--- src/rtl/pvtc_pkg.sv ---
// shared types, constants and the arctangent table of the vertex turn cost block
package pvtc_pkg;

  localparam int unsigned COORD_W     = 16;
  localparam int unsigned POINT_W     = 3 * COORD_W;
  localparam int unsigned DIFF_W      = COORD_W + 1;
  localparam int unsigned PROD_W      = 2 * DIFF_W;
  localparam int unsigned CROSS_W     = PROD_W + 1;
  localparam int unsigned DOT_W       = PROD_W + 2;
  localparam int unsigned LEN_W       = 34;
  localparam int unsigned MAG_W       = 31;
  localparam int unsigned AD_W        = 35;
  localparam int unsigned SQ_W        = 2 * MAG_W;
  localparam int unsigned SQSUM_W     = 64;
  localparam int unsigned ROOT_W      = 32;
  localparam int unsigned CORD_W      = 40;
  localparam int unsigned ANG_W       = 16;
  localparam int unsigned Z_W         = 18;
  localparam int unsigned COST_W      = 50;
  localparam int unsigned MAX_ITERS   = 24;
  localparam int unsigned ANGLE_ITERATIONS_DEF = 16;
  localparam int signed   ANGLE_PI      = 25736;
  localparam int signed   ANGLE_HALF_PI = 12868;

  // window control handed to the point cells
  typedef struct packed {
    logic shift;
    logic clr;
  } pvtc_win_ctl_t;

  typedef enum logic [3:0] {
    ST_IDLE,
    ST_PROD,
    ST_SUM,
    ST_NORM,
    ST_SQ,
    ST_SSUM,
    ST_SQGO,
    ST_SQRT,
    ST_CDGO,
    ST_CORD,
    ST_ANGLE,
    ST_COST,
    ST_DONE
  } pvtc_state_t;

  // round(atan(2^-i) * 8192)
  function automatic logic [12:0] atan_q13(input logic [4:0] idx);
    logic [12:0] v;
    case (idx)
      5'd0:    v = 13'd6434;
      5'd1:    v = 13'd3798;
      5'd2:    v = 13'd2007;
      5'd3:    v = 13'd1019;
      5'd4:    v = 13'd511;
      5'd5:    v = 13'd256;
      5'd6:    v = 13'd128;
      5'd7:    v = 13'd64;
      5'd8:    v = 13'd32;
      5'd9:    v = 13'd16;
      5'd10:   v = 13'd8;
      5'd11:   v = 13'd4;
      5'd12:   v = 13'd2;
      5'd13:   v = 13'd1;
      default: v = 13'd0;
    endcase
    return v;
  endfunction

endpackage

--- src/rtl/pvtc_cordic.sv ---
// vectoring cordic, one micro-rotation per cycle
module pvtc_cordic
  import pvtc_pkg::*;
#(
  parameter int unsigned ITERS = ANGLE_ITERATIONS_DEF
)
(
  input  logic                   clk,
  input  logic                   rst_n,
  input  logic                   start,
  input  logic                   dot_neg,
  input  logic [ROOT_W-1:0]      mag,
  input  logic [AD_W-1:0]        dot_mag,
  output logic                   done,
  output logic signed [Z_W-1:0]  z
);

  localparam int unsigned ITERS_EFF = (ITERS > MAX_ITERS) ? MAX_ITERS : ITERS;
  localparam int unsigned CNT_W     = (ITERS_EFF > 1) ? $clog2(ITERS_EFF) : 1;

  logic                     busy_r, busy_nxt;
  logic                     done_r, done_nxt;
  logic [CNT_W-1:0]         cnt_r, cnt_nxt;
  logic signed [CORD_W-1:0] x_r, x_nxt, y_r, y_nxt;
  logic signed [Z_W-1:0]    z_r, z_nxt;
  logic signed [CORD_W-1:0] dx, dy;
  logic signed [Z_W-1:0]    t;

  // start vector, then rotate towards the x axis
  always_comb begin
    dx       = y_r >>> cnt_r;
    dy       = x_r >>> cnt_r;
    t        = signed'(Z_W'(atan_q13(5'(cnt_r))));
    busy_nxt = busy_r;
    done_nxt = 1'b0;
    cnt_nxt  = cnt_r;
    x_nxt    = x_r;
    y_nxt    = y_r;
    z_nxt    = z_r;
    if (start) begin
      busy_nxt = 1'b1;
      cnt_nxt  = '0;
      if (dot_neg) begin
        x_nxt = signed'(CORD_W'(mag));
        y_nxt = signed'(CORD_W'(dot_mag));
        z_nxt = Z_W'(ANGLE_HALF_PI);
      end else begin
        x_nxt = signed'(CORD_W'(dot_mag));
        y_nxt = signed'(CORD_W'(mag));
        z_nxt = '0;
      end
    end else if (busy_r) begin
      if (y_r > 0) begin
        x_nxt = x_r + dx;
        y_nxt = y_r - dy;
        z_nxt = z_r + t;
      end else begin
        x_nxt = x_r - dx;
        y_nxt = y_r + dy;
        z_nxt = z_r - t;
      end
      cnt_nxt = cnt_r + 1'b1;
      if (cnt_r == CNT_W'(ITERS_EFF - 1)) begin
        busy_nxt = 1'b0;
        done_nxt = 1'b1;
      end
    end
  end

  always_ff @(posedge clk) begin
    if (!rst_n) begin
      busy_r <= 1'b0;
      done_r <= 1'b0;
      cnt_r  <= '0;
    end else begin
      busy_r <= busy_nxt;
      done_r <= done_nxt;
      cnt_r  <= cnt_nxt;
    end
  end

  always_ff @(posedge clk) begin
    x_r <= x_nxt;
    y_r <= y_nxt;
    z_r <= z_nxt;
  end

  assign done = done_r;
  assign z    = z_r;

endmodule

--- config.mk ---
export PLATFORM = sky130hd
export DESIGN_NAME = pvtc_cordic
export DESIGN_NICKNAME = d
export VERILOG_FILES = /design/src/rtl/pvtc_pkg.sv /design/src/rtl/pvtc_cordic.sv
export SDC_FILE = /design/constraint.sdc
export NUM_CORES = 1
export LEC_CHECK = 0
export ABC_AREA = 1
export BUFFER_PORTS_ARGS = -buffer_cell sky130_fd_sc_hd__buf_4
export CELL_PAD_IN_SITES_DETAIL_PLACEMENT = 0
export CELL_PAD_IN_SITES_GLOBAL_PLACEMENT = 1
export CORE_MARGIN = 4
export CORE_UTILIZATION = 45
export DETAILED_ROUTE_END_ITERATION = 6
export PLACE_DENSITY_LB_ADDON = 0.1
export SYNTH_ARGS = -nofsm -noshare
export SYNTH_HDL_FRONTEND = slang
export SYNTH_SLANG_ARGS = --single-unit
export TNS_END_PERCENT = 50
--- constraint.sdc ---
create_clock -name clk -period 4.9 [get_ports clk]
set_clock_uncertainty 0.05 [all_clocks]
set_input_delay 0.98 -clock clk [delete_from_list [all_inputs] [get_ports clk]]
set_output_delay 0.98 -clock clk [all_outputs]
set_load 0.05 [all_outputs]
# --- Yosys cells after proc, flatten, opt, wreduce, memory -nomap -nowiden ---
# Memories as Yosys holds them, arrays and structs flattened. A register that Yosys moved wholly into a read port is not among the register bits.
# Index checks and enable logic that the tools add are counted.
totals:
  register_bits: 104
  latchBits: 0
  ramBits: 0
  romBits: 208
  inputBits: 71
  word_cells: 41
  mem_count: 1
mem_list:
  columns: ["memory", "depth", "width", "read_ports", "rd_ports_with_merged_regs", "wr", "line_no", "text"]
  rows:
  - ["(name not given)", 16, 13, 1, 1, 0, "pvtc_pkg.sv:50", "case (idx)"]
classes:
  n_addsub: 7
  n_mul: 0
  n_div: 0
  magnitude_cmp: 1
  eq_ne: 1
  shifts: 2
  n_mux: 18
  n_bitwise: 2
  reduce_logical: 3
op_table:
  columns: ["cell", "count"]
  rows:
  - ["$mux 40", 6]
  - ["$add 40x40->40", 2]
  - ["$sshr 40x4->40", 2]
  - ["$sub 40x40->40", 2]
  - ["$mux 35", 2]
  - ["$mux 18", 3]
  - ["$gt 40x1->1 const B", 1]
  - ["$add 18x14->18", 1]
  - ["$sub 18x14->18", 1]
  - ["$mux 14", 1]
  - ["$mux 4", 2]
  - ["$add 4x1->4 const B", 1]
  - ["$eq 4x4->1 const B", 1]
  - ["$mux 1", 4]
  - ["$reduce_or 3->1", 1]
  - ["$not 1->1", 2]
  - ["$reduce_bool 2->1", 1]
  - ["$reduce_or 2->1", 1]

# --- Logic depth before layout (Yosys ltp) ---
depth:
  word_depth: 5
  depth_mapped: 36
  mapped_depth_nobuf: 34

# --- Least setup slack after synthesis ---
# Ideal clock, no wire load.
synth_path:
  kind: "reg-to-reg"
  start: "register y_r[1]"
  end: "register y_r[30] (data pin)"
  setup_time_ps: 264
  arrival_ps: 3677
  required_time_ps: 4586
  slack_ps: 909
  stages_incl_launch_ff: 23
  n_path_buf: 2
  synth_period_minus_slack_ps: 3991
  cell_sequence: "edfxtp_1 or2_2 nor2_1 nand2_1 nor2_1 nand2_1 nand2_1 inv_1 clkbuf_1 clkbuf_1 o21ai_0 fa_1 nand2_1 nand2_1 o21ai_0 o21ai_0 a21oi_1 o21ai_0 a21oi_1 o21bai_1 nand2_1 nand2_1 o21ai_0"
synth_via:
  elab_chain_cells: 4
  word_cells_on_any_way: 6
  cone_classes: "add/sub: 2; order compare: 1; mux: 3"
synth_lines:
  columns: ["element", "line_no", "text"]
  rows:
  - ["start: declaration", "pvtc_cordic.sv:24", "logic signed [CORD_W-1:0] x_r, x_nxt, y_r, y_nxt;"]
  - ["start signal: assignment", "pvtc_cordic.sv:84", "y_r <= y_nxt;"]
  - ["$add 40x40->40 (tied with other cells)", "pvtc_cordic.sv:59", "y_nxt = y_r + dy;"]
  - ["$mux 40 (*)", "pvtc_cordic.sv:53", "if (y_r > 0) begin"]
  - ["$mux 40 (*)", "pvtc_cordic.sv:52", "end else if (busy_r) begin"]
  - ["$mux 40 (*)", "pvtc_cordic.sv:40", "if (start) begin"]
  - ["net y_nxt[30]", "pvtc_cordic.sv:24", null]
# Mark *: on every way through the listed nets, which the timed path passes. The rest lies on a longest branch. The select of a mux whose other input is x is not followed.
# A chain may end at the register's enable or synchronous reset.

# --- Worst setup path in the final report ---
layout_path:
  start: "register y_r[11]"
  end: "register x_r[20] (data pin)"
layout_via:
  elab_chain_cells: 5
  word_cells_on_any_way: 7
  cone_classes: "add/sub: 2; order compare: 1; shift: 1; mux: 3"
layout_lines:
  columns: ["element", "line_no", "text"]
  rows:
  - ["$sshr 40x4->40", "pvtc_cordic.sv:31", "dx = y_r >>> cnt_r;"]
  - ["$sub 40x40->40 / $add 40x40->40 (equally long branches)", "pvtc_cordic.sv:58, pvtc_cordic.sv:54", null]
  - ["$mux 40 (*)", "pvtc_cordic.sv:53", null]
  - ["$mux 40 (*)", "pvtc_cordic.sv:52", null]
  - ["$mux 40 (*)", "pvtc_cordic.sv:40", null]
  - ["net x_nxt[20]", "pvtc_cordic.sv:24", null]
  - ["end signal: assignment", "pvtc_cordic.sv:83", "x_r <= x_nxt;"]
  - ["end: declaration", "pvtc_cordic.sv:24", null]
# Marked as above.

==> impl_metrics.yaml <==
run_status:
  outcome: "finished, final reports clean"
sta:
  fin_crit_sh_pct: 96.6
  tightest_slew_ns: 0.959
  finalSetupViolations: 0
  finalCriticalPeriod_ns: 4.74
  hold_viol_final: 0
  fmaxAchievable_mhz: 211
  rsz0062_at_grt: "yes"
  max_slew_margin_pct: 35.2
  timing.hold.ws_ns: 0.451
  slew_viol_final: 0
placed_design:
  dp_hpwl_mm: 59.2
  port_buffers: 89
  gp_congestion: 0.991
logic_synthesis:
  synth_common_cells: "nand2_1, nand3_1, nor2_1"
  synth.area.mux_share_pct: 0.117
  yosysMostFrequentCell: "nand2_1"
  ys.flop_type: "edfxtp_1"
  syn_inst: 2812
  synth_top_family_by_area: "simple AND/OR/NAND/NOR gates"
  synth_xor_xnor_area_share_pct: 4.61
  netlist_top_cells_area: "edfxtp_1, nand2_1, nand3_1, ha_1, nor2_1"
  netlist_area_um2: 17100
  ys_types: 57
  seq_area_frac_synth_pct: 19.4
  synth_simple_gate_area_share_pct: 41.2
  yosys.area.top_type: "edfxtp_1"
  synth_edf_count: 98
  async_flop_share_pct: 0
  synth.top_cell.area_share_pct: 17.2
  synth_seq_cells: 117
  synth_warnings: 0
  synth_compound_area_share_pct: 17.5
  synth_fa_ha_area_share_pct: 8.03
  avgSynthCellArea_um2: 6.08
  syn_nets: 2991
layout:
  layout-area-overhead-vs-synth_pct: 13.5
  fin_nets: 3089
  diodes: 0
  drive_above_1_share_pct: 11.2
  fillers: 4029
clock_tree:
  cts_tree: "yes"
  cts-htree-levels: 4
  cts_buffers: 17
  clk_pin_slew_ns: 0.07
  cts.path.max_buffers: 2
  cts.sinks: 117
  cts_root_buf: "clkbuf_16"
  postCtsHoldBufs: 0
  insertion_delay_ns: 0.46
  cts_setup_buffers: 0
critical_path:
  reg2reg_from: "y_r[11]"
  critPathLaunchType: "register"
  ff2ff_setup_slack_ns: 0.16
  cp.required_ns: 5.01
  worstSetupPathType: "reg2reg"
  worstPathMaxFanout: 4
  cp-end-kind: "register"
  crit_arrival_ns: 4.85
  worstSetupStartpoint: "y_r[11]"
floorplanning:
  row_count: 71
  die_w_um: 203
  fp.dieH_um: 203
  start_util_pct: 45.5
  num_io_pins: 90
  die-area_um2: 41200
  core-area_um2: 37600
detailed_routing:
  wl_per_cell_um: 21.1
  drtAntennaViolNets: 0
  via_count: 20500
  drt_iter0_drc: 2132
  vias_per_cell: 5.96
  dr.pass1.iters: 6
  postRouteWirelength_mm: 72.5
  route.detailed.drc: 0
global_routing:
  grt_use_total_pct: 33.6
  grt_pass1_vias: 19200
  antenna_found_initial: 0
  grt_max_degree: 83
  grt_overflow: 0
  grt_pass1_wl_mm: 108
worst_hold_path:
  hp-class: "reg2reg"
  min_from: "busy_r"
flow_run:
  maxCapViolCount: 0
what timing repair did:
action,CTS,global route
pin swaps,0,3
endpoints found under the setup margin,4,41
gates resized for setup,2,46
cloned,0,1
area by class of cell:
| type | count | area (µm²) | area share, % |
|---|---|---|---|
| clock buffer | 20 | 479 | 2.47 |
| timing repair buffer | 183 | 1510 | 7.78 |
| sequential | 117 | 3330 | 17.2 |
| inverter | 258 | 983 | 5.06 |
| clock inverter | 12 | 131 | 0.676 |
| multi-input combinational | 2333 | 12300 | 63.6 |
| tap | 511 | 639 | 3.29 |
worst max-delay path, stage by stage, from the launching register on:
cell and delay, ns:
edfxtp_1 0.57, nand2_1 0.16, nand3_1 0.13, nand3_1 0.14, nand2_1 0.07, nand2_1 0.06, nand2_1 0.07, inv_1 0.06
ha_1 0.16, inv_1 0.06, nor2_1 0.20, inv_1 0.16, nor2_1 0.32, nor2_1 0.09, xor2_1 0.18, ha_1 0.34
nand2_1 0.15, o21ai_0 0.29, a21oi_1 0.12, o21ai_1 0.39, a21oi_2 0.08, inv_1 0.15, a21oi_1 0.08, o21ai_1 0.20
o221ai_1 0.18
sequential cells by signal, summed over array words and instances (netlist names):
name    count
busy_r      1
cnt_r       4
done        1
t          13
x_r        40
y_r        40
z          18
cell families after synthesis:
| logic type | Yosys count |
|---|---|
| and+or+nand+nor | 1624 |
| adders and majority gates | 108 |
| xor gates and xnor gates | 90 |
| buffers and inverters | 362 |
| AOI/OAI and AO/OA | 509 |
| DFF | 117 |
| muxes | 2 |
layout by cell type, fill, tap and decap left out, types with 30 or more instances in the layout:
master and instances:
a22oi_1 30, o21ai_0 137, nor2_1 262, xor2_1 64
edfxtp_1 98, nand2_1 759, o221ai_1 39, inv_1 248
a21oi_1 182, ha_1 105, nand3_1 471, buf_4 172
path summary, 6_finish.rpt:
check | end | cells past startpoint
max reg2reg | x_r[20] | 24
min | done | 2
min reg2reg | done | 2
max | x_r[20] | 24
routing by layer:
metal / up-vias / GRT usage (%) / share of wire, %
met1: 9620 / 46.7 / 43
met5: - / 0 / 0
met2: 911 / 54.3 / 45
met4: 0 / 12.3 / 3.9
li1: 9785 / - / -
met3: 144 / 3.59 / 8.4
metrics by stage:
step	instances	worst slack [ns]	util, %	area (µm²)	TNS (ns)
after detailed placement	3401	-0.194	49.6	18600	-0.481
after floorplan	2812	0.909	-	17100	0
final	3434	0.164	51.7	19400	0
after global placement	3401	-0.150	49.6	18600	-0.385
after CTS	3433	0.00561	51.2	19200	0
after global routing	3434	-0.0535	51.7	19400	-0.282
Power is not shown: default switching activity piles up to over one toggle a cycle in this logic, so the estimate is an artifact.
