## config.mk

```make
export PLATFORM = sky130hd
export DESIGN_NAME = pvtc_point_cell
export DESIGN_NICKNAME = d
export VERILOG_FILES = /design/src/rtl/pvtc_pkg.sv /design/src/rtl/pvtc_point_cell.sv
export SDC_FILE = /design/constraint.sdc
export NUM_CORES = 1
export LEC_CHECK = 0
export ABC_CLOCK_PERIOD_IN_PS = 800
export BUFFER_PORTS_ARGS = -buffer_cell sky130_fd_sc_hd__buf_4
export CORE_MARGIN = 1.5
export CORE_UTILIZATION = 26
export DETAILED_ROUTE_END_ITERATION = 16
export HOLD_SLACK_MARGIN = 0.15
export SKIP_CTS_REPAIR_TIMING = 1
export SLEW_MARGIN = 10
export SYNTH_ARGS = -nofsm -noshare
export SYNTH_HDL_FRONTEND = slang
export SYNTH_SLANG_ARGS = --single-unit
```

## constraint.sdc

```tcl
create_clock -name clk -period 0.8 [get_ports clk]
set_clock_uncertainty 0.05 [all_clocks]
set_input_delay 0.08 -clock clk [delete_from_list [all_inputs] [get_ports clk]]
set_output_delay 0.08 -clock clk [all_outputs]
set_load 0.01 [all_outputs]
```

## src/rtl/pvtc_pkg.sv

```systemverilog
// shared types, constants and the arctangent table of the vertex turn cost block
package pvtc_pkg;

  localparam int unsigned COORD_W     = 16;
  localparam int unsigned POINT_W     = 3 * COORD_W;
  localparam int unsigned DIFF_W      = COORD_W + 1;
  localparam int unsigned PROD_W      = 2 * DIFF_W;
  localparam int unsigned CROSS_W     = PROD_W + 1;
  localparam int unsigned DOT_W       = PROD_W + 2;
  localparam int unsigned LEN_W       = 34;
  localparam int unsigned MAG_W       = 31;
  localparam int unsigned AD_W        = 35;
  localparam int unsigned SQ_W        = 2 * MAG_W;
  localparam int unsigned SQSUM_W     = 64;
  localparam int unsigned ROOT_W      = 32;
  localparam int unsigned CORD_W      = 40;
  localparam int unsigned ANG_W       = 16;
  localparam int unsigned Z_W         = 18;
  localparam int unsigned COST_W      = 50;
  localparam int unsigned MAX_ITERS   = 24;
  localparam int unsigned ANGLE_ITERATIONS_DEF = 16;
  localparam int signed   ANGLE_PI      = 25736;
  localparam int signed   ANGLE_HALF_PI = 12868;

  // window control handed to the point cells
  typedef struct packed {
    logic shift;
    logic clr;
  } pvtc_win_ctl_t;

  typedef enum logic [3:0] {
    ST_IDLE,
    ST_PROD,
    ST_SUM,
    ST_NORM,
    ST_SQ,
    ST_SSUM,
    ST_SQGO,
    ST_SQRT,
    ST_CDGO,
    ST_CORD,
    ST_ANGLE,
    ST_COST,
    ST_DONE
  } pvtc_state_t;

  // round(atan(2^-i) * 8192)
  function automatic logic [12:0] atan_q13(input logic [4:0] idx);
    logic [12:0] v;
    case (idx)
      5'd0:    v = 13'd6434;
      5'd1:    v = 13'd3798;
      5'd2:    v = 13'd2007;
      5'd3:    v = 13'd1019;
      5'd4:    v = 13'd511;
      5'd5:    v = 13'd256;
      5'd6:    v = 13'd128;
      5'd7:    v = 13'd64;
      5'd8:    v = 13'd32;
      5'd9:    v = 13'd16;
      5'd10:   v = 13'd8;
      5'd11:   v = 13'd4;
      5'd12:   v = 13'd2;
      5'd13:   v = 13'd1;
      default: v = 13'd0;
    endcase
    return v;
  endfunction

endpackage

```

## src/rtl/pvtc_point_cell.sv

```systemverilog
// one cell of the point window chain: holds a point, takes its neighbour's on shift
module pvtc_point_cell
  import pvtc_pkg::*;
(
  input  logic               clk,
  input  logic               rst_n,
  input  pvtc_win_ctl_t      ctl,
  input  logic [POINT_W-1:0] d_in,
  output logic [POINT_W-1:0] q
);

  logic [POINT_W-1:0] pt_r;
  logic [POINT_W-1:0] pt_nxt;

  // clear wins over shift
  always_comb begin
    pt_nxt = pt_r;
    if (ctl.clr) begin
      pt_nxt = '0;
    end else if (ctl.shift) begin
      pt_nxt = d_in;
    end
  end

  always_ff @(posedge clk) begin
    if (!rst_n) begin
      pt_r <= '0;
    end else begin
      pt_r <= pt_nxt;
    end
  end

  assign q = pt_r;

endmodule

```

# After elaboration in Yosys (flattened, before gate mapping)
# Index checks and enable logic that the tools add are counted.
# classes
bitwise_logic	1
reduce_logical	1
# op_table
op	n
$reduce_or 2->1	1
$not 1->1	1
# word_totals
output_inout_bits	48
register_bits	48
wordCells	3

# Logic depth before layout (Yosys ltp)
# Gate-level depths: netlist (run 1).
# logic_depth
word_depth	2
depth_mapped	5
ltp_nobuf	2

# Worst setup path after synthesis (run 1)
# No wires, ideal clock.
# synth_timing
kind	input-to-reg
startpoint	input ctl[1] (netlist bit)
endpoint	register pt_r[24] (netlist: q[24])
stages	5
required_ns	0.633
t_arrival_ns	0.638
setup_slack_ns	-0.006
path_cell_list	buf_6 -> buf_12 -> buf_12 -> mux2i_1 -> nor2_1
# synth_lines
item	line	source
from (decl)	pvtc_point_cell.sv:7	input pvtc_win_ctl_t ctl,
to (signal assigned)	pvtc_point_cell.sv:29	pt_r <= pt_nxt;
to (decl)	pvtc_point_cell.sv:12	logic [POINT_W-1:0] pt_r;

# Worst setup path after layout (run 1)
# layout_timing
startpoint	register pt_r[10] (netlist: q[10])
endpoint	output q[10]
# layout_lines
item	line	source
to (decl)	pvtc_point_cell.sv:9	output logic [POINT_W-1:0] q
# No word-level cell between the ends.

==> results.md, run 1 <==
* Critical Path RT at about 0.67 ns
* Syn_area_per_cell at around 11 um2
* DR WL/cell at ~12 um
* Post-synth top area share at 55.3%
* Synth warn at 0
* Slowest-stage cell, CP: dfxtp_2
* Number of diodes at 0
* Aggregate routed wire length at between 4 and 5 mm
* Leak at 1.51 nW
* Fin nets at around 340
* RR Startpoint: q[29]$_SDFFE_PP0P_
* Final Max Tran Viols at 0
* Core Footprint at around 6400 um2
* Remaining Overflow, GRT at 0
* Via density at 4.27
* Max Buffers Root-to-Sink at 2
* Setup ws final at -0.0698 ns
* CP cell instances: buf_6
* Final Core Density at approximately 50%
* CP top delay family: flip-flops
* Pwr Total at 4.81 mW
* Worst reg2reg path depth at 3
* Largest cells by area after synthesis: dfxtp_1, mux2i_1, nor2_1
* Worst hold endpoint: q[46]$_SDFFE_PP0P_
* Skew-Pair Late Insertion Delay at just under 0.3 ns
* Relative slew slack at between 80 and 90%
* Max frequency at approximately 1100 MHz
* Netlist cell types at 9
* Clk sinks at 48
* DR iter-0 viols at 23
* Worst hold path type: primary input to flip-flop
* RSZ-0062 raised after global routing: yes
* Status: finished, violations left
* Overall global routing resource usage at 10.0%
* Starting Density at a little over a quarter
* Largest net degree at the start of global routing at 26
* CTS tree: done
* Die Y-Extent at about 85 um
* WP buf/inv at 1
* CTS Buf Count at 5
* Via count at 1550
* Io pins at 100
* Peak supply drop at about 1.0 mV
* CTS root buf: clkbuf_8
* DP HPWL at between 2 and 3 mm
* Fill cell count at slightly above 600
* Worst-margin pin slew at about 0.18 ns
* CP Launch Type: flip-flop
* H-tree depth at 2
* Tmin final at a little under 0.9 ns
* Row cnt at 29
* Hold depth at 3
* Seq cells post-synth at 48
* Final period utilization at 109%
* Final Wtd Congestion at 0.645
* Cells after synthesis at 156
* Critical path type: flip-flop to output port
* Global-route wire length before repair at between 5 and 6 mm
* Capture point of the worst reg-to-reg path: q[29]$_SDFFE_PP0P_
* Critical hold path startpoint: d_in[46]
* Vias in the first global route at 1338
* Initial antenna violation count at 0
* Max FFs per register at 48
* Crit. End Element: output port
* Synth area leader: dfxtp_1
* Cell Area, Synth at ~1700 um2
* Post-route ant nets at 0
* Remaining DRCs at 0
* Setup slack, reg-to-reg at approximately 0.04 ns
* Die area at 7180 um2
* Worst-path clk slew at around 0.08 ns
* TritonRoute pass-1 iters at 3
* Seq/Total Area, Yosys at a little under three fifths
* Critical Path AT at between 0.7 and 0.8 ns
* Worst-path maximum fanout at 2
* Failing checks: hold timing, setup timing
* Slowest stage delay, CP at 0.33 ns
* Area added between synthesis and finish at 83.0%
* Max Cap Viol at 0
* Syn_nets at approximately 210
* Final Hold Vio Count at 17
* Die width at 84.7 um
* IO buf count at slightly below 100
* Min Hold Slack at -0.0323 ns
* Final setup violation count at between 50 and 60
* Power Density at 1510 nW/um2
* Layout cells sized above 1 at a little under three fifths
## per-stage QoR
step           hold WS, ns  worst slack (ns)  cells  area, um2  setup TNS [ns]
2_1_floorplan        0.177          -0.00564    156       1740          -0.113
3_3_place_gp         0.262           -0.0418    325       2550           -1.20
3_5_place_dp         0.271           -0.0615    325       2550           -1.33
4_1_cts            -0.0463            -0.115    333       2640           -4.83
5_1_grt            -0.0179            -0.113    363       3180           -4.79
6_report           -0.0323           -0.0698    363       3180           -3.02
## per-layer routing
| metal | global-route usage [%] | up-vias | part of all wire, % |
|---|---|---|---|
| li1 | - | 763 | - |
| met1 | 13.1 | 716 | 43 |
| met2 | 15.0 | 62 | 49 |
| met3 | 3.54 | 9 | 6.9 |
| met4 | 4.40 | 0 | 1.3 |
| met5 | 0 | - | 0 |
## report_power, final
group	switching [mW]	total (mW)	leakage (nW)	internal (mW)
logic	0.288	0.834	1.05	0.546
clock network	0.737	1.44	0.0455	0.706
registers	0.0552	2.54	0.413	2.48
total	1.08	4.81	1.51	3.73
## layout by cell type (no fill, tap or decap)
master,count
buf_4,52
mux2i_1,48
nor2_1,48
buf_6,48
dfxtp_2,48
dlygate4sd3_1,29
clkbuf_8,6
buf_12,4
clkbuf_1,2
nand2b_2,1
## worst max-delay path by stage
stage | startpoint | to | slack (ns) | cells after the start
after global placement | ctl[1] | q[38]$_SDFFE_PP0P_ | -0.04 | 4
after floorplan | ctl[1] | q[24]$_SDFFE_PP0P_ | -0.006 | 5
final | q[10]$_SDFFE_PP0P_ | q[10] | -0.07 | 1
after detailed placement | ctl[1] | q[38]$_SDFFE_PP0P_ | -0.06 | 4
after CTS | q[15]$_SDFFE_PP0P_ | q[15] | -0.11 | 1
after global routing | q[33]$_SDFFE_PP0P_ | q[33] | -0.11 | 1
## logic make-up (layout without fill, tap and decap cells)
group	count (synthesis)	count (layout)	synth area share, %
AND/OR/NAND/NOR	49	49	10.7
multiplexers	48	48	27.7
buffers and inverters	11	141	6.27
flip-flops	48	48	55.3
## cell usage after synthesis (all sizes together)
| cell | count |
|---|---|
| nand2b | 1 |
| dfxtp | 48 |
| mux2i | 48 |
| nor2 | 48 |
| buf | 9 |
| clkbuf | 2 |
## layout make-up
| cell class | instances | area (um2) | share of cell area [%] |
|---|---|---|---|
| repair buffers | 133 | 1300 | 40.9 |
| multi-input cells | 97 | 669 | 21.1 |
| well taps | 77 | 96.3 | 3.03 |
| flip-flops and latches | 48 | 1020 | 32.1 |
| clock buffers | 8 | 90.1 | 2.83 |
No activity file was read; power rests on OpenSTA's default activity.
==> inputs of run 2 (changes only) <==
--- a/config.mk
+++ b/config.mk
@@ -7,10 +7,13 @@
 export LEC_CHECK = 0
 export ABC_CLOCK_PERIOD_IN_PS = 800
 export BUFFER_PORTS_ARGS = -buffer_cell sky130_fd_sc_hd__buf_4
+export CELL_PAD_IN_SITES_DETAIL_PLACEMENT = 1
+export CELL_PAD_IN_SITES_GLOBAL_PLACEMENT = 2
 export CORE_MARGIN = 1.5
-export CORE_UTILIZATION = 26
+export CORE_UTILIZATION = 22
 export DETAILED_ROUTE_END_ITERATION = 16
 export HOLD_SLACK_MARGIN = 0.15
+export PLACE_DENSITY_LB_ADDON = 0.1
 export SKIP_CTS_REPAIR_TIMING = 1
 export SLEW_MARGIN = 10
 export SYNTH_ARGS = -nofsm -noshare
==> results.md, run 2 (same netlist as run 1, synthesis figures left out) <==
* DP HPWL at 3.15 mm
* Critical Path RT at 0.67 ns
* Failing checks: hold timing, setup timing
* Max FFs per register at 48
* Min Hold Slack at -0.0317 ns
* Leak at between 1.5 and 2 nW
* Aggregate routed wire length at roughly 4.8 mm
* Psw at approximately 1.1 mW
* CTS tree: done
* DR WL/cell at about 12 um
* Critical Path AT at 0.74 ns
* Final setup violation count at 49
* Sequential power share at about half
* Worst-margin pin slew at approximately 0.13 ns
* Die area at roughly 8400 um2
* Remaining DRCs at 0
* Peak supply drop at around 0.55 mV
* Power Density at ~1500 nW/um2
* Placed cells at roughly 350
* Global-route wire length before repair at about 7 mm
* IO buf count at 99
* Worst-path clk slew at around 0.09 ns
* Overall global routing resource usage at between 10% and 20%
* Final period utilization at 109%
* Slowest stage delay, CP at between 0.3 and 0.4 ns
* CTS Buf Count at 5
* Pwr Total at between 4 and 5 mW
* Row cnt at 32
* Logic pwr share at approximately 18%
* TritonRoute pass-1 iters at 3
* Worst hold path type: primary input to flip-flop
* H-tree depth at 2
* Sw frac at around 23%
* CTS root buf: clkbuf_8
* WP buf/inv at 1
* Setup TNS at -3.19 ns
* Starting Density at between 20% and 30%
* Post-route ant nets at 0
* Relative slew slack at 90.8%
* Max Cap Viol at 0
* Final Wtd Congestion at approximately 0.66
* CP top delay family: flip-flops
* Skew-Pair Late Insertion Delay at between 0.2 and 0.3 ns
* Worst-path maximum fanout at 2
* Initial antenna violation count at 0
* Final non-filler cell total at 392
* Max frequency at 1150 MHz
* Crit. End Element: output port
* Largest net degree at the start of global routing at 25
* CP cell instances: buf_6
* Status: finished, violations left
* Final Max Tran Viols at 0
* CP Launch Type: flip-flop
* Setup ws final at -0.0729 ns
* Max Buffers Root-to-Sink at 2
* Slowest-stage cell, CP: dfxtp_2
* Clk sinks at between 40 and 50
* Number of diodes at 0
* Most frequent cells in the layout: buf_4, mux2i_1, nor2_1, buf_6, dfxtp_2
* Clk network pwr share at 31.4%
* Tmin final at 0.873 ns
* Die Y-Extent at just over 90 um
* Io pins at 100
* Final Core Density at a little over two fifths
* RSZ-0062 raised after global routing: yes
* Via count at roughly 1.6k
* Die width at roughly 90 um
* Commonest non-fill, non-tap cell in the layout: buf_4
* Via density at 4.01
* Fin nets at 342
* Critical path type: flip-flop to output port
* Pre-CTS WS at -0.0526 ns
* DR iter-0 viols at 14
* Cell Int Power at between 3 and 4 mW
* Layout cells sized above 1 at a little under three fifths
* Final Hold Vio Count at 17
* Core Footprint at roughly 7700 um2
* Remaining Overflow, GRT at 0
* Area added between synthesis and finish at 89.0%
* Vias in the first global route at approximately 1.4k
## run 2: cell count changes in the layout (fill, tap and decap cells not counted), sizes merged
cell,change
clkbuf,-1
dlygate4sd3,+2
buf,+3
## run 2: metrics by stage
stage	hold WS, ns	cell area (um2)
global route	-0.0234	3280
CTS	-0.0455	2720
floorplan	0.177	1740
finish	-0.0317	3280
detailed placement	0.275	2620
global placement	0.263	2620
## run 2: worst paths after layout
path / startpoint / end / slack [ns] / cells after the start
min reg2reg: q[45]$_SDFFE_PP0P_ / q[45]$_SDFFE_PP0P_ / 0.45 / 2
max reg2reg: q[38]$_SDFFE_PP0P_ / q[38]$_SDFFE_PP0P_ / 0.03 / 3
max: q[19]$_SDFFE_PP0P_ / q[19] / -0.07 / 1
min: d_in[45] / q[45]$_SDFFE_PP0P_ / -0.03 / 3
## run 2: cell type report
class | instances | area [um2]
multi-input combinational | 97 | 669
timing repair buffer | 138 | 1370
sequential | 48 | 1020
clock buffer | 7 | 96.3
tap | 102 | 128
fill | 878 | 4400
## run 2: layer usage
layer,vias up,global-route usage [%],routed length [um]
li1,775,-,-
met1,738,12.8,2070
met2,54,16.5,2390
met3,6,4.06,315
met4,0,3.85,61
met5,-,0,0
## run 2: power by group through the flow
stage               registers, mW  logic (mW)  clock network (mW)
floorplan                    2.60       0.291                   0
global placement             2.56       0.706                   0
detailed placement           2.56       0.713                   0
CTS                          2.51       0.714                1.64
global route                 2.54       0.948                1.74
finish                       2.53       0.873                1.56
==> inputs of run 3 (changes only) <==
--- a/config.mk
+++ b/config.mk
@@ -5,13 +5,14 @@
 export SDC_FILE = /design/constraint.sdc
 export NUM_CORES = 1
 export LEC_CHECK = 0
-export ABC_CLOCK_PERIOD_IN_PS = 800
+export ABC_CLOCK_PERIOD_IN_PS = 1000
 export BUFFER_PORTS_ARGS = -buffer_cell sky130_fd_sc_hd__buf_4
 export CELL_PAD_IN_SITES_DETAIL_PLACEMENT = 1
 export CELL_PAD_IN_SITES_GLOBAL_PLACEMENT = 2
 export CORE_MARGIN = 1.5
-export CORE_UTILIZATION = 22
+export CORE_UTILIZATION = 24
 export DETAILED_ROUTE_END_ITERATION = 16
+export GPL_TIMING_DRIVEN = 0
 export HOLD_SLACK_MARGIN = 0.15
 export PLACE_DENSITY_LB_ADDON = 0.1
 export SKIP_CTS_REPAIR_TIMING = 1
==> constraint.sdc (replaced) <==
create_clock -name clk -period 1 [get_ports clk]
set_clock_uncertainty 0.05 [all_clocks]
set_input_delay 0.1 -clock clk [delete_from_list [all_inputs] [get_ports clk]]
set_output_delay 0.1 -clock clk [all_outputs]
set_load 0.01 [all_outputs]
==> results.md, run 3 (same netlist as run 1, synthesis figures left out) <==
* Clk sinks at 48
* Sw frac at 22.7%
* Die width at approximately 90 um
* Max Cap Viol at 0
* Status: finished, final reports clean
* Slowest stage delay, CP at about 0.35 ns
* Remaining Overflow, GRT at 0
* GRT busiest layer: met2
* CP Launch Type: flip-flop
* Critical path type: flip-flop to output port
* Worst hold path type: primary input to flip-flop
* Post-route ant nets at 0
* IO buf count at between 90 and 100
* TritonRoute pass-1 iters at 4
* Overall global routing resource usage at 11.2%
* Final setup violation count at 0
* Final non-filler cell total at 406
* Layout cells sized above 1 at between 30% and 40%
* CTS tree: done
* Most frequent cells in the layout: buf_4, mux2i_1, nor2_1, dlygate4sd3_1, dfxtp_1
* Final period utilization at a little over 90%
* Final Max Tran Viols at 0
* RR Startpoint: q[15]$_SDFFE_PP0P_
* Worst-margin pin slew at roughly 0.43 ns
* Starting Density at between 20 and 30%
* H-tree depth at 2
* GR Util met2 at 18.9%
* Worst hold endpoint: q[0]$_SDFFE_PP0P_
* CTS Buf Count at 5
* Global-route wire length before repair at ~6.5 mm
* Via count at roughly 1.6k
* Via density at ~4
* Capture point of the worst reg-to-reg path: q[15]$_SDFFE_PP0P_
* Die Y-Extent at about 88 um
* Placed cells at 350
* Remaining DRCs at 0
* Worst reg2reg path depth at 2
* DR iter-0 viols at 19
* Worst-path clk slew at about 0.080 ns
* Logic pwr share at a little under a fifth
* Hold depth at 4
* Peak supply drop at roughly 0.51 mV
* Cell Int Power at ~3.0 mW
* Placed Area at approximately 2600 um2
* Row cnt at 30
* WP buf/inv at 1
* DP HPWL at between 3 and 4 mm
* Setup slack, reg-to-reg at around 0.32 ns
* Critical hold path startpoint: ctl[1]
* Psw at between 0.8 and 0.9 mW
* Met1 global-route usage at approximately an eighth
* Tmin final at ~0.93 ns
* Critical Path RT at roughly 0.85 ns
* Largest net degree at the start of global routing at 14
* Total stage count of the critical path at 1
* Final Wtd Congestion at 0.631
* Slowest-stage cell, CP: dfxtp_1
* Initial antenna violation count at 0
* Final Hold Vio Count at 0
* CTS root buf: clkbuf_8
* Max Buffers Root-to-Sink at 2
* Commonest non-fill, non-tap cell in the layout: buf_4
* Critical Path AT at 0.78 ns
* Pre-CTS WS at -0.109 ns
* Min Hold Slack at 0.164 ns
* RSZ-0062 raised after global routing: no
* GR Layer Usage met3 at under 10%
* Cell area after layout at 3160 um2
* Relative slew slack at between 70% and 80%
* Area added between synthesis and finish at 82.1%
* Aggregate routed wire length at a little under 5 mm
* Vias in the first global route at around 1.4k
* Fin nets at 361
* Power Density at 1220 nW/um2
* Skew-Pair Late Insertion Delay at about 0.29 ns
* Final Core Density at between 40% and 50%
* Pwr Total at about 3.9 mW
* Clk network pwr share at 30.0%
* Die area at 7760 um2
* Sequential power share at between 50 and 60%
* Io pins at 100
* Setup TNS at 0 ns
* Worst-path maximum fanout at 2
* CP cell instances: buf_4
* Core Footprint at a little under 7000 um2
* Crit. End Element: output port
* Setup ws final at approximately 0.07 ns
* DR WL/cell at 12.0 um
* Leak at between 1.5 and 2 nW
* CP top delay family: flip-flops
* Number of diodes at 0
* Max FFs per register at 48
* Max frequency at roughly 1100 MHz
-- run 3: cell types whose count changed in the layout (fill, tap and decap cells not counted), moves of 3 or more --
| cell | delta |
|---|---|
| dlygate4sd3_1 | +17 |
| buf_4 | +47 |
| buf_2 | +3 |
| dfxtp_1 | +48 |
| clkbuf_1 | +4 |
| dfxtp_2 | -48 |
| buf_12 | -3 |
| buf_6 | -47 |
-- run 3: cell type report --
cell class / count / area (um2)
buffer: 11 / 109
sequential: 48 / 961
clock buffer: 8 / 90.1
multi-input combinational: 97 / 667
timing repair buffer: 146 / 1220
tap: 96 / 120
fill: 807 / 3740
-- run 3: worst max-delay path by stage --
| stage | startpoint | endpoint | slack [ns] |
|---|---|---|---|
| 2_1_floorplan | ctl[1] | q[24]$_SDFFE_PP0P_ | 0.17 |
| 3_3_place_gp | rst_n | q[37]$_SDFFE_PP0P_ | -0.11 |
| 3_5_place_dp | rst_n | q[41]$_SDFFE_PP0P_ | -0.11 |
| 4_1_cts | q[19]$_SDFFE_PP0P_ | q[19] | 0.05 |
| 5_1_grt | q[2]$_SDFFE_PP0P_ | q[2] | 0.02 |
| 6_report | q[19]$_SDFFE_PP0P_ | q[19] | 0.07 |
-- run 3: power groups by stage --
stage	registers (mW)	clock network, mW	logic (mW)
final	2.00	1.16	0.700
after global routing	2.01	1.30	0.760
after CTS	2.01	1.23	0.557
after detailed placement	2.05	0	0.556
after global placement	2.05	0	0.552
after floorplan	2.08	0	0.233
-- run 3: metal layers --
| layer | up-vias | routed length (um) |
|---|---|---|
| li1 | 816 | - |
| met1 | 752 | 1950 |
| met2 | 51 | 2570 |
| met3 | 8 | 270 |
| met4 | 0 | 88 |
| met5 | - | 0 |
