===== src/rtl/pvtc_pkg.sv =====
// shared types, constants and the arctangent table of the vertex turn cost block
package pvtc_pkg;

  localparam int unsigned COORD_W     = 16;
  localparam int unsigned POINT_W     = 3 * COORD_W;
  localparam int unsigned DIFF_W      = COORD_W + 1;
  localparam int unsigned PROD_W      = 2 * DIFF_W;
  localparam int unsigned CROSS_W     = PROD_W + 1;
  localparam int unsigned DOT_W       = PROD_W + 2;
  localparam int unsigned LEN_W       = 34;
  localparam int unsigned MAG_W       = 31;
  localparam int unsigned AD_W        = 35;
  localparam int unsigned SQ_W        = 2 * MAG_W;
  localparam int unsigned SQSUM_W     = 64;
  localparam int unsigned ROOT_W      = 32;
  localparam int unsigned CORD_W      = 40;
  localparam int unsigned ANG_W       = 16;
  localparam int unsigned Z_W         = 18;
  localparam int unsigned COST_W      = 50;
  localparam int unsigned MAX_ITERS   = 24;
  localparam int unsigned ANGLE_ITERATIONS_DEF = 16;
  localparam int signed   ANGLE_PI      = 25736;
  localparam int signed   ANGLE_HALF_PI = 12868;

  // window control handed to the point cells
  typedef struct packed {
    logic shift;
    logic clr;
  } pvtc_win_ctl_t;

  typedef enum logic [3:0] {
    ST_IDLE,
    ST_PROD,
    ST_SUM,
    ST_NORM,
    ST_SQ,
    ST_SSUM,
    ST_SQGO,
    ST_SQRT,
    ST_CDGO,
    ST_CORD,
    ST_ANGLE,
    ST_COST,
    ST_DONE
  } pvtc_state_t;

  // round(atan(2^-i) * 8192)
  function automatic logic [12:0] atan_q13(input logic [4:0] idx);
    logic [12:0] v;
    case (idx)
      5'd0:    v = 13'd6434;
      5'd1:    v = 13'd3798;
      5'd2:    v = 13'd2007;
      5'd3:    v = 13'd1019;
      5'd4:    v = 13'd511;
      5'd5:    v = 13'd256;
      5'd6:    v = 13'd128;
      5'd7:    v = 13'd64;
      5'd8:    v = 13'd32;
      5'd9:    v = 13'd16;
      5'd10:   v = 13'd8;
      5'd11:   v = 13'd4;
      5'd12:   v = 13'd2;
      5'd13:   v = 13'd1;
      default: v = 13'd0;
    endcase
    return v;
  endfunction

endpackage


===== src/rtl/pvtc_isqrt.sv =====
// floor square root, one result bit per cycle
module pvtc_isqrt
  import pvtc_pkg::*;
(
  input  logic               clk,
  input  logic               rst_n,
  input  logic               start,
  input  logic [SQSUM_W-1:0] radicand,
  output logic               done,
  output logic [ROOT_W-1:0]  root
);

  localparam int unsigned REM_W = ROOT_W + 3;
  localparam int unsigned CNT_W = $clog2(ROOT_W);

  logic               busy_r, busy_nxt;
  logic               done_r, done_nxt;
  logic [CNT_W-1:0]   cnt_r, cnt_nxt;
  logic [SQSUM_W-1:0] val_r, val_nxt;
  logic [REM_W-1:0]   rem_r, rem_nxt;
  logic [ROOT_W-1:0]  root_r, root_nxt;
  logic [REM_W-1:0]   rem_sh;
  logic [REM_W-1:0]   trial;

  // bring down two radicand bits, try the next root bit
  always_comb begin
    rem_sh   = {rem_r[REM_W-3:0], val_r[SQSUM_W-1 -: 2]};
    trial    = {1'b0, root_r, 2'b01};
    busy_nxt = busy_r;
    done_nxt = 1'b0;
    cnt_nxt  = cnt_r;
    val_nxt  = val_r;
    rem_nxt  = rem_r;
    root_nxt = root_r;
    if (start) begin
      busy_nxt = 1'b1;
      cnt_nxt  = '0;
      val_nxt  = radicand;
      rem_nxt  = '0;
      root_nxt = '0;
    end else if (busy_r) begin
      val_nxt = {val_r[SQSUM_W-3:0], 2'b00};
      if (rem_sh >= trial) begin
        rem_nxt  = rem_sh - trial;
        root_nxt = {root_r[ROOT_W-2:0], 1'b1};
      end else begin
        rem_nxt  = rem_sh;
        root_nxt = {root_r[ROOT_W-2:0], 1'b0};
      end
      cnt_nxt = cnt_r + 1'b1;
      if (cnt_r == CNT_W'(ROOT_W - 1)) begin
        busy_nxt = 1'b0;
        done_nxt = 1'b1;
      end
    end
  end

  always_ff @(posedge clk) begin
    if (!rst_n) begin
      busy_r <= 1'b0;
      done_r <= 1'b0;
      cnt_r  <= '0;
    end else begin
      busy_r <= busy_nxt;
      done_r <= done_nxt;
      cnt_r  <= cnt_nxt;
    end
  end

  always_ff @(posedge clk) begin
    val_r  <= val_nxt;
    rem_r  <= rem_nxt;
    root_r <= root_nxt;
  end

  assign done = done_r;
  assign root = root_r;

endmodule


===== config.mk =====
export PLATFORM = sky130hd
export DESIGN_NAME = pvtc_isqrt
export DESIGN_NICKNAME = d
export VERILOG_FILES = /design/src/rtl/pvtc_pkg.sv /design/src/rtl/pvtc_isqrt.sv
export SDC_FILE = /design/constraint.sdc
export NUM_CORES = 1
export LEC_CHECK = 0
export BUFFER_PORTS_ARGS = -buffer_cell sky130_fd_sc_hd__buf_4
export CAP_MARGIN = 20
export CELL_PAD_IN_SITES_DETAIL_PLACEMENT = 0
export CELL_PAD_IN_SITES_GLOBAL_PLACEMENT = 1
export CORE_UTILIZATION = 41
export CTS_BUF_LIST = sky130_fd_sc_hd__clkbuf_8 sky130_fd_sc_hd__clkbuf_16
export DETAILED_ROUTE_END_ITERATION = 16
export GPL_TIMING_DRIVEN = 0
export PLACE_DENSITY = 0.77
export RECOVER_POWER = 25
export REMOVE_ABC_BUFFERS = 1
export SETUP_SLACK_MARGIN = 0.1
export SLEW_MARGIN = 20
export SYNTH_ARGS = -nofsm -noshare
export SYNTH_HDL_FRONTEND = slang
export SYNTH_SLANG_ARGS = --single-unit

===== constraint.sdc =====
create_clock -name clk -period 2.9 [get_ports clk]
set_input_delay 0 -clock clk [delete_from_list [all_inputs] [get_ports clk]]
set_output_delay 0 -clock clk [all_outputs]
set_load 0.05 [all_outputs]

# After elaboration in Yosys (flattened, before gate mapping)

Index checks and enable logic that the tools add are counted.

$add $sub $neg: 2
$lt $le $gt $ge: 1
Equal/unequal tests: 1
Muxes and demuxes: 8
Bitwise gates (word level): 2
Reductions and logical operators: 3

Operators with widths:

| cell                | number |
|---|---|
| $mux 64             | 2 |
| $ge 35x34->1        | 1 |
| $mux 33             | 1 |
| $sub 33x33->33      | 1 |
| $add 5x1->5 const B | 1 |
| $eq 5x5->1 const B  | 1 |
| $mux 1              | 5 |
| $reduce_or 3->1     | 1 |
| $not 1->1           | 2 |
| $reduce_bool 2->1   | 1 |
| $reduce_or 2->1     | 1 |

Register bits: 136
Output and inout bits: 33
Word-level logic and storage cells: 23

# Depth between registers and ports, before layout

Gate-level depths: netlist (run 1).

Depth in word-level cells: 4
Mapped depth: 14
Mapped depth without buffers: 11

# Worst setup path after synthesis (run 1)

Ideal clock, no wire load.

Kind: register to register
Start point: register root_r[26], in the netlist root[26]
End point: register rem_r[25]
Library setup time: 0.127 ns
Arrival: 2.975 ns
Slack: -0.202 ns
Stages on the path, launching flop included: 14
Period minus slack after synthesis: 3.102 ns
Cell sequence: dfxtp_1 inv_1 ha_1 a21o_1 a21oi_2 o21bai_1 a221o_1 a2111oi_4 o41ai_2 o31a_2 buf_6 buf_6 mux2i_1 o21ai_1

Cells in the longest elaborated chain, start to end: 2

Ends and longest elaborated chain:

| what                     | line             | RTL |
|---|---|---|
| start: declaration       | pvtc_isqrt.sv:21 | `logic [ROOT_W-1:0] root_r, root_nxt;` |
| start signal: assignment | pvtc_isqrt.sv:73 | `root_r <= root_nxt;` |
| $ge 35x34->1             | pvtc_isqrt.sv:43 | `if (rem_sh >= trial) begin` |
| $mux 33                  | pvtc_isqrt.sv:43 |  |
| end signal: assignment   | pvtc_isqrt.sv:72 | `rem_r <= rem_nxt;` |
| end: declaration         | pvtc_isqrt.sv:20 | `logic [REM_W-1:0] rem_r, rem_nxt;` |

No other way between the ends.
A chain may end at the register's enable or synchronous reset.

# Worst setup path in the final report (run 1)

Start point: register rem_r[26]
End point: register rem_r[6]

Cells in the longest elaborated chain, start to end: 2

Ends and longest elaborated chain:

| what         | line |
|---|---|
| $ge 35x34->1 | pvtc_isqrt.sv:43 |
| $mux 33      | pvtc_isqrt.sv:43 |

No other way between the ends.

==> flow_summary.toml, run 1 <==
[power_and_ir_drop]
peakVddDrop_mv = 0.626
p_comb_share_pct = 57.6
switching_power_w = 0.00415
total_power_w = 0.0105
netSwitchingFraction_pct = 39.6
power.leakage_nw = 4.20
p_int_w = 0.00634
power.density_nw_per_um2 = 1010
power_frac_seq_pct = 23.7
power.share.clock_pct = 18.7

[floorplanning]
die_h_um = 137
chipWidth_um = 137
coreArea_um2 = 17900
design.die.area_um2 = 18800
ioPinCount = 100
start_util_pct = 41.8
rows = 49

[cts]
cts_tree = "yes"
cts_root_buffer = "clkbuf_16"
insertion_delay_ps = 420
cts.clk_slew.worst_paths_ps = 60
max-clock-path-buffers = 2
cts_made_buffers = 17
clock_sinks = 136
htree_levels = 4

[synthesis]
yosysSeqAreaShare_pct = 44.9
synth_area_um2 = 7480
syn_inst = 723
yosysWarnings = 0
synth_enable_flop_cells = 64
async_flop_share_pct = 0
synthDistinctLibCells = 53
yosys_most_used_dff = "dfxtp_1"
synth_area_per_cell_um2 = 10.4
ys_ff_latch = 136

[sta]
period_share_pct = 98.1
hold_viol = 0
worst_slack_ps = 55.5
rsz0062_at_grt = "yes"
fmax_mhz = 352
tightest_slew_ps = 1160
relSlewSlack_pct = 22.5
min_period_ps = 2840
finClkSkew_ps = 11.0
finalMaxSlewViolations = 0
worst_hold_slack_ps = 160
setup_viol = 0

[critical_path]
critPathSlowestCell = "dfxtp_1"
crit-reg2reg-launch = "rem_r[26]"
worst-path-buf-inv = 2
rr_worst_depth = 12
worst-path-max-fanout = 6
path_cells = "ha_4, a21o_1, a21oi_4, o21bai_1, a221o_1, a2111oi_4, o41ai_2, buf_4, o31a_4, clkbuf_16, mux2i_2, a211oi_2"
max_stage_delay_ps = 410
setup.worst_path.class = "reg -> reg"
startpoint_type = "flip-flop"
path_delay_family = "compound AO/OA/AOI/OAI gates"
cp_data_required_time_ps = 3160
rrSetupSlack_ps = 60
regToRegEndpoint = "rem_r[6]"
cp-end-kind = "flip-flop"
arrival_ps = 3100

[place]
place_ws_ps = -607
placed_area_um2 = 8390
routabilityCongestion = 0.856
port_buffers = 99
dp_hpwl_um = 10900

[drt]
firstDrtPassIters = 5
drtIter0Drc = 350
drc = 0
ant_nets = 0
wirelength_um = 18700
vias = 6036
post_drt_wl_per_cell_um = 16.4
vias_per_cell = 5.30

[hold_path]
hp-start = "start"
min_to = "root[27]"
hold_class = "in -> reg"
hold_depth = 2

[grt]
antenna_found_initial = 0
grt-ovfl-total = 0
grt_max_degree = 121
grt_pass1_wl_um = 30100
track_usage_pct = 20.6
grt_pass1_vias = 6175

[run]
max_cap_viol_count = 0

[finish]
fin_util_pct = 58.1
area_growth_pct = 39.1
nNetsFinal = 1000
final_area_um2 = 10400
num_antenna_cells = 0
drive_above_1_share_pct = 35.5

[run_status]
outcome = "finished clean"
==> cell usage in the layout (no fill, tap or decap), types with 5 or more instances in the layout <==
cell	count
nand2_1	41
mux2_2	62
nor2_1	70
o21ai_1	8
a211oi_2	6
and3_1	5
clkbuf_16	18
a211oi_1	11
o21ai_0	15
ha_2	5
dfxtp_2	26
xor2_1	17
nand3_1	13
nand4_1	5
buf_4	118
dfxtp_1	44
o21bai_1	8
a21o_1	14
ha_1	5
ha_4	26
edfxtp_1	64
nand2b_1	9
dlygate4sd3_1	65
a21oi_1	35
inv_1	44
mux2i_1	55
xnor2_1	17
==> worst register-to-register path, delay by kind of cell, from the launching register on <==
kind,cells,cell delay (ps)
muxes,1,200
AOI/OAI and AO/OA,8,1460
DFF,1,410
adders and majority gates,1,260
buffers and inverters,2,340
==> how the worst max path moves through the flow <==
stage,startpoint,to,slack (ps),depth (start not counted)
2_1_floorplan,busy_r,val_r[0],-1730,2
3_3_place_gp,busy_r,val_r[28],-3530,2
3_5_place_dp,root[2],rem_r[22],-610,11
4_1_cts,root[5],rem_r[23],100,12
5_1_grt,root[11],rem_r[6],-80,13
6_report,rem_r[26],rem_r[6],60,12
==> registers in the layout, summed over array words and instances, names as in the netlist <==
signal  flops
root       32
busy_r      1
cnt_r       5
rem_r      33
val_r      64
done        1
==> power by group through the flow <==
stage | clock [W] | sequential, W | combinational, W
final | 0.00196 | 0.00249 | 0.00604
after global placement | 0 | 0.00247 | 0.00418
after floorplan | 0 | 0.00245 | 0.00327
after CTS | 0.00200 | 0.00245 | 0.00528
after detailed placement | 0 | 0.00246 | 0.00432
after global routing | 0.00210 | 0.00252 | 0.00645
==> per-stage QoR <==
step | instances | TNS, ps
finish | 1139 | 0
global route | 1139 | -620
CTS | 1130 | 0
detailed placement | 1017 | -16320
global placement | 1015 | -276760
floorplan | 687 | -122420
==> Yosys cell counts (all sizes together), types with 17 or more instances <==
cell type / count / area, um2
xor2: 17 / 149
a211oi: 18 / 140
dfxtp: 72 / 1440
edfxtp: 64 / 1920
nand2: 44 / 165
ha: 36 / 450
mux2i: 58 / 581
mux2: 62 / 698
o21ai: 24 / 120
nor2: 74 / 278
inv: 46 / 173
clkbuf: 24 / 90.1
xnor2: 17 / 149
a21oi: 40 / 204
nand3: 18 / 90.1
==> cells by family (layout without fill, tap and decap cells) <==
logic type | Yosys count | after routing | synth area share (%)
AND/OR/NAND/NOR | 175 | 175 | 10.6
multiplexers | 120 | 120 | 17.1
buffers and inverters | 82 | 267 | 4.68
flip-flops | 136 | 136 | 44.9
adder cells (fa/ha/maj) | 36 | 36 | 6.02
XOR/XNOR | 34 | 34 | 3.98
AO/OA/AOI/OAI | 140 | 142 | 12.7
==> final cells by class <==
cell class | count | area, um2
clock buffer | 17 | 425
clock inverter | 15 | 105
fill | 1480 | 7490
inverter | 46 | 175
multi-input combinational | 507 | 4380
sequential | 136 | 3400
tap | 229 | 287
timing repair buffer | 189 | 1640
==> layer usage <==
layer / GRT usage [%] / vias to the layer above / wire length [um]
li1: - / 2952 / -
met1: 25.4 / 2894 / 8360
met2: 34.6 / 165 / 8980
met3: 5.56 / 25 / 1040
met4: 6.90 / 0 / 311
met5: 0 / - / 0
==> timing repair <==
action | 4_1_cts | 5_1_grt
resized for setup | 74 | 55
endpoints found under the setup margin | 34 | 34
pin swaps | 19 | 39
hold buffers | 65 | 0
cloned | 3 | 1
setup buffers | 13 | 8
hold endpoints to repair | 71 | 0
Note: power is estimated with default switching activity, not from simulation.
==> run 2: changes to the inputs <==
--- a/config.mk
+++ b/config.mk
@@ -9,11 +9,11 @@
 export CAP_MARGIN = 20
 export CELL_PAD_IN_SITES_DETAIL_PLACEMENT = 0
 export CELL_PAD_IN_SITES_GLOBAL_PLACEMENT = 1
-export CORE_UTILIZATION = 41
+export CORE_UTILIZATION = 23
 export CTS_BUF_LIST = sky130_fd_sc_hd__clkbuf_8 sky130_fd_sc_hd__clkbuf_16
 export DETAILED_ROUTE_END_ITERATION = 16
 export GPL_TIMING_DRIVEN = 0
-export PLACE_DENSITY = 0.77
+export PLACE_DENSITY = 0.47
 export RECOVER_POWER = 25
 export REMOVE_ABC_BUFFERS = 1
 export SETUP_SLACK_MARGIN = 0.1
==> constraint.sdc (replaced) <==
create_clock -name clk -period 3.59 [get_ports clk]
set_input_delay 0 -clock clk [delete_from_list [all_inputs] [get_ports clk]]
set_output_delay 0 -clock clk [all_outputs]
set_load 0.05 [all_outputs]
==> run 2 against run 1 <==
The flow now finishes with violations (capacitance limit, slew limit). Clock power down 9%. Design area down 3.6%. Total power down 24%. Combinational power down 31%. Hold slack better by 180 ps.
==> flow_summary.toml, run 2 (synthesis results as in run 1) <==
[run_status]
outcome = "finished with violations"
violations = "capacitance limit, slew limit"

[place]
dp_hpwl_um = 13400
place_ws_ps = -263
port_buffers = 99
routabilityCongestion = 0.756
dp.cells = 1226

[critical_path]
worst-path-max-fanout = 8
setup.worst_path.class = "reg -> reg"
cp-end-kind = "flip-flop"
arrival_ps = 3460
startpoint_type = "flip-flop"
cp_data_required_time_ps = 3810
path_cells = "inv_1, ha_1, o2111ai_1, nand3_1, nand3_1, a211oi_1, nor3_1, o41ai_4, o31a_4, buf_12, mux2i_1, a211oi_1"
max_stage_delay_ps = 410
critPathSlowestCell = "o41ai_4"

[finish]
seqCellArea_um2 = 3370
final_cells = 1329
final_common_cell = "buf_4"
multi_input_area_um2 = 3820
num_antenna_cells = 0
largest_register_ffs = 64
drive_above_1_share_pct = 22.8
nNetsFinal = 984
nFillCells = 3360
area_growth_pct = 34.1
regMostFlops = "val_r"
fin_util_pct = 31.6
final_cell_mix = "buf_4 (88), nor2_1 (73), dfxtp_1 (71), dlygate4sd3_1 (65), edfxtp_1 (64)"

[drt]
ant_nets = 0
vias_per_cell = 4.34
drc = 0
drtIter0Drc = 270
wirelength_um = 19700
post_drt_wl_per_cell_um = 14.9
vias = 5762
firstDrtPassIters = 4

[power_and_ir_drop]
peakVddDrop_mv = 0.622
power.density_nw_per_um2 = 789
power.leakage_nw = 4.07

[floorplanning]
die_h_um = 182
ioPinCount = 100
chipWidth_um = 182
rows = 65
design.die.area_um2 = 33300
coreArea_um2 = 31800
start_util_pct = 23.5

[cts]
max-clock-path-buffers = 2
cts_root_buffer = "clkbuf_16"
clock_sinks = 136
htree_levels = 4
cts_tree = "yes"
insertion_delay_ps = 430
cts_made_buffers = 17
cts.clk_slew.worst_paths_ps = 70

[sta]
finalMaxSlewViolations = 70
min_period_ps = 3240
hold_viol = 0
period_share_pct = 90.2
fin_setup_tns_ps = 0
tightest_slew_ps = 1730
setup_viol = 0
finClkSkew_ps = 16.6
relSlewSlack_pct = -15.6
worst_slack_ps = 350
fmax_mhz = 309
rsz0062_at_grt = "no"

[hold_path]
hold_class = "in -> reg"

[grt]
grt_pass1_wl_um = 32300
track_usage_pct = 12.3
grt_pass1_vias = 6142
grt-ovfl-total = 0
grt_max_degree = 71
antenna_found_initial = 0

[run]
max_cap_viol_count = 1
-- run 2: critical path, delay by kind of cell (launching register included) --
| kind | cells | cell delay, ps |
|---|---|---|
| buffers and inverters | 2 | 220 |
| and+or+nand+nor | 3 | 560 |
| muxes | 1 | 220 |
| AOI/OAI and AO/OA | 5 | 1260 |
| adders and majority gates | 1 | 400 |
| DFF | 1 | 370 |
-- run 2: layout make-up --
class	count	share of cell area [%]
inverter	46	1.75
sequential	136	33.5
tap	435	5.42
multi-input combinational	506	38.1
clock buffer	21	5.12
clock inverter	11	0.810
timing repair buffer	174	15.2
-- run 2: path summary, 6_finish.rpt --
| path | endpoint | depth (start not counted) | slack, ps | from |
|---|---|---|---|---|
| worst max-delay path | rem_r[22] | 12 | 350 | root[2] |
| worst min-delay path | busy_r | 3 | 340 | rst_n |
| worst max register to register | rem_r[22] | 12 | 350 | root[2] |
| worst min register to register | rem_r[0] | 2 | 460 | rem_r[0] |
-- run 2: what timing repair did --
action	CTS	global route
setup buffers	0	5
setup endpoints to repair	29	29
gates resized for setup	1	2
gates cloned	0	1
pin swaps	0	0
hold buffers	65	0
endpoints found under the hold margin	71	0
-- run 2: layer usage --
layer | track usage (%) | vias to the layer above | routed length (um)
li1 | - | 2927 | -
met5 | 0 | - | 0
met3 | 3.87 | 15 | 1090
met2 | 19.6 | 109 | 8910
met1 | 15.8 | 2711 | 9520
met4 | 3.87 | 0 | 229
-- run 2: power breakdown --
part           total [W]  switching [W]  internal (W)  leakage [nW]
logic            0.00417        0.00222       0.00195          2.55
clock network    0.00179       0.000760       0.00104         0.289
registers        0.00196       0.000129       0.00183          1.23
-- run 2: stage by stage --
step / hold WS [ps] / power, W / instance area [um2]
after floorplan: 67.9 / 0.00462 / 7310
after global placement: 226 / 0.00565 / 8590
after detailed placement: 224 / 0.00573 / 8720
after CTS: 42.5 / 0.00757 / 9980
after global routing: 374 / 0.00853 / 10000
final: 342 / 0.00792 / 10000
==> run 3: changes to the inputs <==
--- a/config.mk
+++ b/config.mk
@@ -13,7 +13,7 @@
 export CTS_BUF_LIST = sky130_fd_sc_hd__clkbuf_8 sky130_fd_sc_hd__clkbuf_16
 export DETAILED_ROUTE_END_ITERATION = 16
 export GPL_TIMING_DRIVEN = 0
-export PLACE_DENSITY = 0.47
+export PLACE_DENSITY_LB_ADDON = 0.1
 export RECOVER_POWER = 25
 export REMOVE_ABC_BUFFERS = 1
 export SETUP_SLACK_MARGIN = 0.1
==> run 3 against run 2 <==
The run now ends clean. Critical path type unchanged. Largest power group unchanged. First-iteration DRC count shrank 11%. Critical path depth did not move. Routed wire length down 2.1%. Non-clock buffer count decreased by 2. Register-to-register slack better by 20 ps. Hold slack worse by 160 ps. Maximum frequency is 0.55% higher. Clock power fell by 8%. Via count increased by 0.56%. Clock skew is 3.2 ps lower. Sequential power hardly changed.
==> flow_summary.toml, run 3 (synthesis results as in run 1) <==
[finish]
drive_above_1_share_pct = 20.9
nNetsFinal = 982
area_growth_pct = 32.0
largest_register_ffs = 64
final_cell_mix = "buf_4 (74), nor2_1 (73), dfxtp_1 (71), dlygate4sd3_1 (65), edfxtp_1 (64)"
final_cells = 1326
regMostFlops = "val_r"
final_common_cell = "buf_4"
num_antenna_cells = 0
fin_util_pct = 31.1

[floorplanning]
ioPinCount = 100
rows = 65
design.die.area_um2 = 33300
coreArea_um2 = 31800
die_h_um = 182
start_util_pct = 23.5
chipWidth_um = 182

[power_and_ir_drop]
total_power_w = 0.00769
p_comb_share_pct = 53.2
power.leakage_nw = 3.94
netSwitchingFraction_pct = 40.0
peakVddDrop_mv = 0.464
power_frac_seq_pct = 25.5
p_int_w = 0.00462
power.density_nw_per_um2 = 779
switching_power_w = 0.00307
power.share.clock_pct = 21.3

[drt]
post_drt_wl_per_cell_um = 14.6
drtIter0Drc = 241
ant_nets = 0
wirelength_um = 19300
vias_per_cell = 4.37
drc = 0
vias = 5794
firstDrtPassIters = 4

[grt]
antenna_found_initial = 0
grt_max_degree = 121
grt_pass1_vias = 6098
grt-ovfl-total = 0
grt_pass1_wl_um = 31300
track_usage_pct = 11.9

[sta]
period_share_pct = 89.8
finalMaxSlewViolations = 0
hold_viol = 0
min_period_ps = 3220
finClkSkew_ps = 13.4
rsz0062_at_grt = "no"
tightest_slew_ps = 1040
setup_viol = 0
fmax_mhz = 310
relSlewSlack_pct = 30.9

[hold_path]
hold_depth = 2
hold_class = "in -> reg"

[critical_path]
worst-path-max-fanout = 15
startpoint_type = "flip-flop"
rr_worst_depth = 12
arrival_ps = 3500
setup.worst_path.class = "reg -> reg"
cp-end-kind = "flip-flop"
cp_data_required_time_ps = 3860

[cts]
cts_made_buffers = 17
cts_tree = "yes"
insertion_delay_ps = 430
htree_levels = 4
cts.clk_slew.worst_paths_ps = 60
cts_root_buffer = "clkbuf_16"
clock_sinks = 136
max-clock-path-buffers = 2

[run_status]
outcome = "finished clean"

[place]
dp_hpwl_um = 13000
dp.cells = 1224
port_buffers = 99
routabilityCongestion = 0.740

[run]
max_cap_viol_count = 0
[run 3: per-stage QoR]
step	hold slack (ps)	setup slack (ps)	setup TNS (ps)	area, um2
4_1_cts	201	102	0	9870
3_5_place_dp	228	-222	-4630	8680
3_3_place_gp	227	-3570	-256000	8590
6_report	185	368	0	9880
2_1_floorplan	67.9	-1040	-66370	7310
5_1_grt	245	83.3	0	9880
[run 3: routing by layer]
metal | up-vias | GRT usage [%] | wire, um
li1 | 2919 | - | -
met1 | 2747 | 14.9 | 9460
met2 | 114 | 19.6 | 8720
met3 | 14 | 3.21 | 876
met4 | 0 | 4.17 | 273
met5 | - | 0 | 0
[run 3: layout make-up]
| type | instances | area (um2) |
|---|---|---|
| clock buffers | 17 | 425 |
| flip-flops and latches | 136 | 3370 |
| fillers | 3345 | 21900 |
| clock inverters | 14 | 106 |
| multi-input cells | 506 | 3830 |
| well taps | 435 | 544 |
| repair buffers | 172 | 1430 |
| inverters | 46 | 175 |
[run 3: worst paths after layout]
path	slack, ps	endpoint	from
worst max-delay path	370	rem_r[25]	root[2]
worst min-delay path	190	root[27]	start
worst max register to register	370	rem_r[25]	root[2]
worst min register to register	480	rem_r[28]	rem_r[28]
[run 3: critical path, stage by stage, from the launching register on]
cell	delay (ps)
dfxtp_1	370
inv_1	70
ha_1	390
o2111ai_1	190
nand3_1	230
nand3_1	180
a211oi_1	300
nor3_1	160
o41ai_4	410
o31a_4	240
buf_12	180
mux2i_1	260
o21ai_1	80
[run 3: power groups by stage]
stage	registers [W]	clock network, W	logic, W
floorplan	0.00198	0	0.00264
global placement	0.00201	0	0.00363
detailed placement	0.00199	0	0.00367
CTS	0.00196	0.00171	0.00366
global route	0.00199	0.00176	0.00451
finish	0.00196	0.00164	0.00410
[run 3: repair_timing]
item | 4_1_cts | 5_1_grt
resized for setup | 1 | 3
hold endpoints to repair | 71 | 0
gates cloned | 0 | 1
hold buffers | 65 | 0
setup buffers | 0 | 5
endpoints found under the setup margin | 29 | 29
